$ cat src/rtl/tsfp_pkg.sv
`timescale 1ns / 1ps

package tsfp_pkg;

    // Buffer bound; positions are counted up to it and value offsets up to one past it
    localparam int MAX_BUFFER_BYTES = 65536;
    localparam int POS_W            = $clog2(MAX_BUFFER_BYTES + 2);

    localparam int ID_W    = 16;
    localparam int LEN_W   = 16;
    localparam int OFF_W   = 16;
    localparam int CNT_W   = 15;
    localparam int TDATA_W = 72;

    localparam logic [1:0]       HDR_LAST  = 2'd3;
    localparam logic [CNT_W-1:0] COUNT_MAX = 15'h7FFF;
    localparam logic [OFF_W-1:0] OFF_MAX   = 16'hFFFF;

    localparam logic KIND_FIELD   = 1'b0;
    localparam logic KIND_SUMMARY = 1'b1;

    typedef enum logic [1:0] {
        PH_HEADER = 2'd0,
        PH_VALUE  = 2'd1,
        PH_PAD    = 2'd2
    } phase_t;

    typedef struct packed {
        logic             kind;
        logic [ID_W-1:0]  field_id;
        logic [LEN_W-1:0] value_length;
        logic [OFF_W-1:0] value_offset;
        logic [CNT_W-1:0] field_count;
        logic             truncated;
        logic             overrun;
        logic             last;
    } result_t;

    // Results produced by one accepted beat, in order; num is 0, 1 or 2
    typedef struct packed {
        logic [1:0] num;
        result_t    r0;
        result_t    r1;
    } push_t;

endpackage

$ cat src/rtl/tsfp_parser.sv
`timescale 1ns / 1ps

module tsfp_parser
    import tsfp_pkg::*;
(
    input  logic       aclk,
    input  logic       aresetn,
    input  logic       beat_en,
    input  logic [7:0] data_byte,
    input  logic       byte_valid,
    input  logic       end_of_buffer,
    output push_t      push
);

    phase_t           phase_reg, phase_next;
    logic [1:0]       hcount_reg, hcount_next;
    logic [31:0]      shift_reg, shift_next;
    logic [LEN_W-1:0] left_reg, left_next;
    logic [1:0]       pad_reg, pad_next;
    logic [POS_W-1:0] pos_reg, pos_next;
    logic [POS_W-1:0] vstart_reg, vstart_next;
    logic [CNT_W-1:0] found_reg, found_next;
    logic             ovr_reg, ovr_next;

    logic             at_limit;
    logic             emit;
    logic             trunc;
    logic             off_sat;
    logic [31:0]      vstart_ext;
    result_t          desc;
    result_t          summ;

    assign at_limit = 32'(pos_reg) >= 32'(MAX_BUFFER_BYTES);

    always_comb begin
        phase_next  = phase_reg;
        hcount_next = hcount_reg;
        shift_next  = shift_reg;
        left_next   = left_reg;
        pad_next    = pad_reg;
        pos_next    = pos_reg;
        vstart_next = vstart_reg;
        ovr_next    = ovr_reg;
        emit        = 1'b0;

        if (byte_valid) begin
            if (at_limit) begin
                ovr_next = 1'b1;
            end
            case (phase_reg)
                PH_VALUE: begin
                    left_next = left_reg - 16'd1;
                    if (left_next == '0) begin
                        emit       = 1'b1;
                        phase_next = (pad_reg != 2'd0) ? PH_PAD : PH_HEADER;
                    end
                end
                PH_PAD: begin
                    pad_next = pad_reg - 2'd1;
                    if (pad_next == 2'd0) begin
                        phase_next = PH_HEADER;
                    end
                end
                default: begin
                    shift_next = {shift_reg[23:0], data_byte};
                    if (hcount_reg == HDR_LAST) begin
                        hcount_next = 2'd0;
                        vstart_next = pos_reg + POS_W'(1);
                        // pad up to the next multiple of four
                        pad_next    = 2'd0 - shift_next[1:0];
                        if (shift_next[15:0] == '0) begin
                            emit       = 1'b1;
                            phase_next = PH_HEADER;
                        end else begin
                            left_next  = shift_next[15:0];
                            phase_next = PH_VALUE;
                        end
                    end else begin
                        hcount_next = hcount_reg + 2'd1;
                    end
                end
            endcase
            if (!at_limit) begin
                pos_next = pos_reg + POS_W'(1);
            end
        end
    end

    assign found_next = (emit && found_reg != COUNT_MAX) ? found_reg + 15'd1 : found_reg;

    assign vstart_ext = 32'(vstart_next);
    assign off_sat    = vstart_ext > 32'(OFF_MAX);

    // Buffer ended mid-field; a missing tail of padding does not count
    assign trunc = (phase_next == PH_VALUE) ||
                   (phase_next != PH_PAD && hcount_next != 2'd0);

    always_comb begin
        desc              = '0;
        desc.kind         = KIND_FIELD;
        desc.field_id     = shift_next[31:16];
        desc.value_length = shift_next[15:0];
        desc.value_offset = off_sat ? OFF_MAX : vstart_ext[OFF_W-1:0];
        desc.overrun      = off_sat | ovr_next;
        desc.last         = !end_of_buffer;

        summ             = '0;
        summ.kind        = KIND_SUMMARY;
        summ.field_count = found_next;
        summ.truncated   = trunc;
        summ.overrun     = ovr_next;
        summ.last        = 1'b1;
    end

    always_comb begin
        push     = '0;
        push.num = 2'(emit) + 2'(end_of_buffer);
        push.r0  = emit ? desc : summ;
        push.r1  = summ;
    end

    always_ff @(posedge aclk) begin
        if (!aresetn || (beat_en && end_of_buffer)) begin
            phase_reg  <= PH_HEADER;
            hcount_reg <= '0;
            shift_reg  <= '0;
            left_reg   <= '0;
            pad_reg    <= '0;
            pos_reg    <= '0;
            vstart_reg <= '0;
            found_reg  <= '0;
            ovr_reg    <= 1'b0;
        end else if (beat_en) begin
            phase_reg  <= phase_next;
            hcount_reg <= hcount_next;
            shift_reg  <= shift_next;
            left_reg   <= left_next;
            pad_reg    <= pad_next;
            pos_reg    <= pos_next;
            vstart_reg <= vstart_next;
            found_reg  <= found_next;
            ovr_reg    <= ovr_next;
        end
    end

endmodule

$ cat src/rtl/tsfp_out_queue.sv
`timescale 1ns / 1ps

module tsfp_out_queue
    import tsfp_pkg::*;
(
    input  logic    aclk,
    input  logic    aresetn,
    input  logic    push_en,
    input  push_t   push,
    output logic    has_room,
    output logic    out_valid,
    input  logic    out_ready,
    output result_t out_result
);

    result_t    entry_reg [4];
    logic [1:0] wr_ptr_reg, wr_ptr_next;
    logic [1:0] rd_ptr_reg, rd_ptr_next;
    logic [2:0] count_reg, count_next;
    logic [1:0] push_num;
    logic       pop;

    assign push_num    = push_en ? push.num : 2'd0;
    assign pop         = out_valid && out_ready;
    assign wr_ptr_next = wr_ptr_reg + push_num;
    assign rd_ptr_next = rd_ptr_reg + 2'(pop);
    assign count_next  = count_reg + 3'(push_num) - 3'(pop);

    // Room for the two results of one beat
    assign has_room   = count_reg <= 3'd2;
    assign out_valid  = count_reg != 3'd0;
    assign out_result = entry_reg[rd_ptr_reg];

    always_ff @(posedge aclk) begin
        if (push_num != 2'd0) begin
            entry_reg[wr_ptr_reg] <= push.r0;
        end
        if (push_num == 2'd2) begin
            entry_reg[wr_ptr_reg + 2'd1] <= push.r1;
        end
    end

    always_ff @(posedge aclk) begin
        if (!aresetn) begin
            wr_ptr_reg <= '0;
            rd_ptr_reg <= '0;
            count_reg  <= '0;
        end else begin
            wr_ptr_reg <= wr_ptr_next;
            rd_ptr_reg <= rd_ptr_next;
            count_reg  <= count_next;
        end
    end

endmodule

$ cat src/rtl/tlv_stream_field_parser_top.sv
`timescale 1ns / 1ps

// Parses a buffer of 4-byte aligned TLV fields (big-endian 16-bit id, 16-bit
// length, value zero-padded to a multiple of 4) arriving one byte per beat,
// and emits a descriptor per field and a summary on the tlast beat, after
// which the parser starts over. One input beat is taken every cycle while
// the queue has room; each beat's results land in a four-entry result
// queue. A beat that ends a field and the buffer at once yields two
// results, which leave one per output handshake; s_axis_tready drops
// while the queue holds more than two results, so the input stalls when
// the output cannot keep up. There is no clearing pass after reset.

module tlv_stream_field_parser_top
    import tsfp_pkg::*;
(
    input  logic               aclk,
    input  logic               aresetn,

    input  logic               s_axis_tvalid,
    output logic               s_axis_tready,
    input  logic [7:0]         s_axis_tdata,   // data_byte
    input  logic               s_axis_tuser,   // byte_valid
    input  logic               s_axis_tlast,   // end_of_buffer

    output logic               m_axis_tvalid,
    input  logic               m_axis_tready,
    // field_id, value_length, value_offset, field_count, truncated, overrun, zeros
    output logic [TDATA_W-1:0] m_axis_tdata,
    output logic               m_axis_tuser,   // result_kind
    output logic               m_axis_tlast    // last_result
);

    logic    beat_en;
    logic    has_room;
    push_t   push;
    result_t out_result;

    assign s_axis_tready = has_room;
    assign beat_en       = s_axis_tvalid && has_room;

    tsfp_parser u_parser (
        .aclk          (aclk),
        .aresetn       (aresetn),
        .beat_en       (beat_en),
        .data_byte     (s_axis_tdata),
        .byte_valid    (s_axis_tuser),
        .end_of_buffer (s_axis_tlast),
        .push          (push)
    );

    tsfp_out_queue u_out_queue (
        .aclk       (aclk),
        .aresetn    (aresetn),
        .push_en    (beat_en),
        .push       (push),
        .has_room   (has_room),
        .out_valid  (m_axis_tvalid),
        .out_ready  (m_axis_tready),
        .out_result (out_result)
    );

    assign m_axis_tdata = {7'd0,
                           out_result.overrun,
                           out_result.truncated,
                           out_result.field_count,
                           out_result.value_offset,
                           out_result.value_length,
                           out_result.field_id};
    assign m_axis_tuser = out_result.kind;
    assign m_axis_tlast = out_result.last;

endmodule
$ cat config.mk
export PLATFORM = sky130hd
export DESIGN_NAME = tlv_stream_field_parser_top
export DESIGN_NICKNAME = d
export VERILOG_FILES = /design/src/rtl/tsfp_pkg.sv /design/src/rtl/tsfp_parser.sv /design/src/rtl/tsfp_out_queue.sv /design/src/rtl/tlv_stream_field_parser_top.sv
export SDC_FILE = /design/constraint.sdc
export NUM_CORES = 1
export LEC_CHECK = 0
export BUFFER_PORTS_ARGS = -buffer_cell sky130_fd_sc_hd__buf_2
export CORE_UTILIZATION = 60
export CTS_CLUSTER_SIZE = 16
export DETAILED_ROUTE_END_ITERATION = 12
export PLACE_DENSITY = 0.86
export RECOVER_POWER = 25
export SKIP_LAST_GASP = 1
export SYNTH_ARGS = -nofsm -noshare
export SYNTH_HDL_FRONTEND = slang
export SYNTH_SLANG_ARGS = --single-unit
$ cat constraint.sdc
create_clock -name aclk -period 12.14 [get_ports aclk]
set_input_delay 0.607 -clock aclk [delete_from_list [all_inputs] [get_ports aclk]]
set_output_delay 0.607 -clock aclk [all_outputs]
set_load 0.01 [all_outputs]
==> flow_metrics.env <==
export IMPL_skew_ns=0.0313
export IMPL_hold_class="in2reg"
export IMPL_die_area_um2=29400
export IMPL_ys_async_sr_fraction_pct=0
export IMPL_fp_dieW_um=171
export IMPL_synth_main_ff_cell="dfxtp_1"
export IMPL_synth_avg_cell_area_um2=9.17
export IMPL_layout_drive_gt1_share_pct=11.0
export IMPL_status="finished with violations"
export IMPL_drtIter0Drc=1822
export IMPL_hold_viol_final=0
export IMPL_initial_core_util_pct=61.5
export IMPL_grt_pass1_vias=14000
export IMPL_wirelength_mm=44.3
export IMPL_setup_viol=0
export IMPL_path_max_fanout=39
export IMPL_drt_wirelength_per_cell_um=19.5
export IMPL_antenna_found_initial=1
export IMPL_worst_slack_ns=6.04
export IMPL_final_max_slew_viol_count=158
export IMPL_finalSetupTns_ns=0
export IMPL_drc=0
export IMPL_peakVddDrop_v=0.000122
export IMPL_clkLatencyLatePin_ns=0.53
export IMPL_synth_most_common_cell="nand2_1"
export IMPL_gp_congestion=0.914
export IMPL_synthTopCellsByCount="339 x nand2_1, 311 x dfxtp_1, 244 x o21ai_0, 127 x clkbuf_1, 98 x nor2_1"
export IMPL_area_growth_synth_to_final_pct=9.07
export IMPL_synth_edf_count=68
export IMPL_cts_hold_buf=0
export IMPL_port_buffers=82
export IMPL_cts_clk_slew_worst_paths_ns=0.06
export IMPL_track_usage_pct=30.2
export IMPL_drv_cap=2
export IMPL_post_cts_resized=0
export IMPL_cts_max_path_buffers=3
export IMPL_total_power_mw=2.89
export IMPL_synth_cell_types=69
export IMPL_fin_crit_sh_pct=50.2
export IMPL_relSlewSlack_pct=-161
export IMPL_synth_seq_cells=379
export IMPL_grt_max_degree=105
export IMPL_power_density_cell_area_nw_per_um2=154
export IMPL_coreArea_um2=28000
export IMPL_cts_buffers=39
export IMPL_violations="capacitance limit, slew limit"
export IMPL_netlist_instances=1879
export IMPL_cp_start_kind="register"
export IMPL_largest_reg_flops=268
export IMPL_vias_per_cell=6.42
export IMPL_worstMarginPinSlew_ns=3.91
export IMPL_ant_nets=0
export IMPL_grt_overflow_total=0
export IMPL_leakage_nw=6.35
export IMPL_dp_hpwl_mm=27.3
export IMPL_cts_tree="yes"
export IMPL_root_buffer="clkbuf_16"
export IMPL_cts_sinks=379
export IMPL_fin_nets=1899
export IMPL_vias=14600
export IMPL_ios=90
export IMPL_rows=61
export IMPL_end_kind="register"
export IMPL_preCtsSetupSlack_ns=6.23
export IMPL_post_cts_setup_buffer_count=0
export IMPL_crit_type="reg2reg"
export IMPL_htree_num_levels=2
export IMPL_yosys_area_top_type="dfxtp_1"
export IMPL_crit_arrival_ns=6.26
export IMPL_synth_top_area_share_pct=36.1
export IMPL_netlist_area_um2=17200
export IMPL_drt_pass1_iterations=8
export IMPL_synth_seq_area_share_pct=48.0
export IMPL_ys_warnings_count=0
export IMPL_worst_endpoint_required_ns=12.30
export IMPL_grt_pass1_wl_mm=70.8
export IMPL_die_h_um=171
export IMPL_rsz0062_at_grt="false"
export IMPL_fmax_ghz=0.164
export IMPL_yosys_top_cells_area="dfxtp_1 36%, edfxtp_1 12%, mux4_2 8.8%"
export IMPL_final_min_clock_period_ns=6.10
==> metal layers <==
metal	up-vias	track usage, %	wire length [um]
met5	-	0	0
met4	0	13.4	1590
met3	137	5.41	4220
met2	784	50.0	21200
met1	6972	38.5	17200
li1	6684	-	-
==> logic make-up (layout without fill, tap and decap cells) <==
logic type      Yosys count  in the layout  share of synthesized area [%]
other cells               1              8                         0.0218
simple gates            645            645                           16.5
flops                   379            379                           48.0
mux                     105            105                           11.0
buf+inv                 183            191                           4.41
compound gates          499            499                           16.3
xor+xnor                 50             50                           2.54
fa+ha+maj                17             17                           1.28
==> report_power, final <==
group          switching, mW  leakage, nW  internal, mW
Sequential            0.0439         3.15          1.31
Clock                  0.481        0.588         0.653
Combinational          0.246         2.61         0.158
==> placed cells by master, fill, tap and decap left out, types with 21 or more instances in the layout <==
cell / n
mux4_2: 67
nand2_1: 338
a21oi_1: 92
buf_2: 45
xnor2_1: 21
a31oi_1: 70
mux2i_1: 37
clkbuf_16: 41
o21ai_0: 244
nand3_1: 90
edfxtp_1: 68
nor3_1: 21
clkbuf_1: 53
nor2_1: 93
xor2_1: 29
dfxtp_1: 310
inv_1: 24
==> path summary, 6_finish.rpt <==
kind                                        startpoint                                   endpoint  slack [ns]  depth (start not counted)
max                  u_parser.left_reg[0]$_SDFFE_PP0P_      u_out_queue.entry_reg[0][7]$_DFFE_PP_        6.04                         12
min                                    s_axis_tdata[6]         u_parser.shift_reg[6]$_SDFFE_PP0P_        0.36                          3
max reg2reg          u_parser.left_reg[0]$_SDFFE_PP0P_      u_out_queue.entry_reg[0][7]$_DFFE_PP_        6.04                         12
min reg2reg  u_out_queue.entry_reg[2][34]$_SDFFE_PP0P_  u_out_queue.entry_reg[2][34]$_SDFFE_PP0P_        0.45                          2
==> critical path: stages (launching register included) <==
cell	delay, ns
dfxtp_1	0.45
inv_1	0.10
ha_1	0.33
or4b_2	0.63
o22a_1	0.20
o21ai_1	0.55
a41o_2	0.77
ha_1	0.37
nand2_1	0.28
nor3_2	1.03
nor2_2	0.09
buf_4	0.31
inv_1	0.59
==> final cells by class <==
cell class	instances	area [um^2]
timing repair buffer	101	499
fill	2098	9220
clock inverter	5	43.8
tap	378	473
inverter	24	90.1
antenna	1	2.50
sequential	379	8270
multi-input combinational	1323	8260
clock buffer	61	1150
==> through the flow <==
step                      area [um^2]  std cells  hold WS [ns]  utilization, %
after CTS                       18900       2271         0.347            67.3
final                           18800       2272         0.358            67.1
after floorplan                 17300       1885         0.420               -
after global placement          17700       2205         0.428            63.1
after global routing            18800       2271         0.360            67.1
after detailed placement        17700       2205         0.438            63.1
Power figures use the tool's default switching activity.
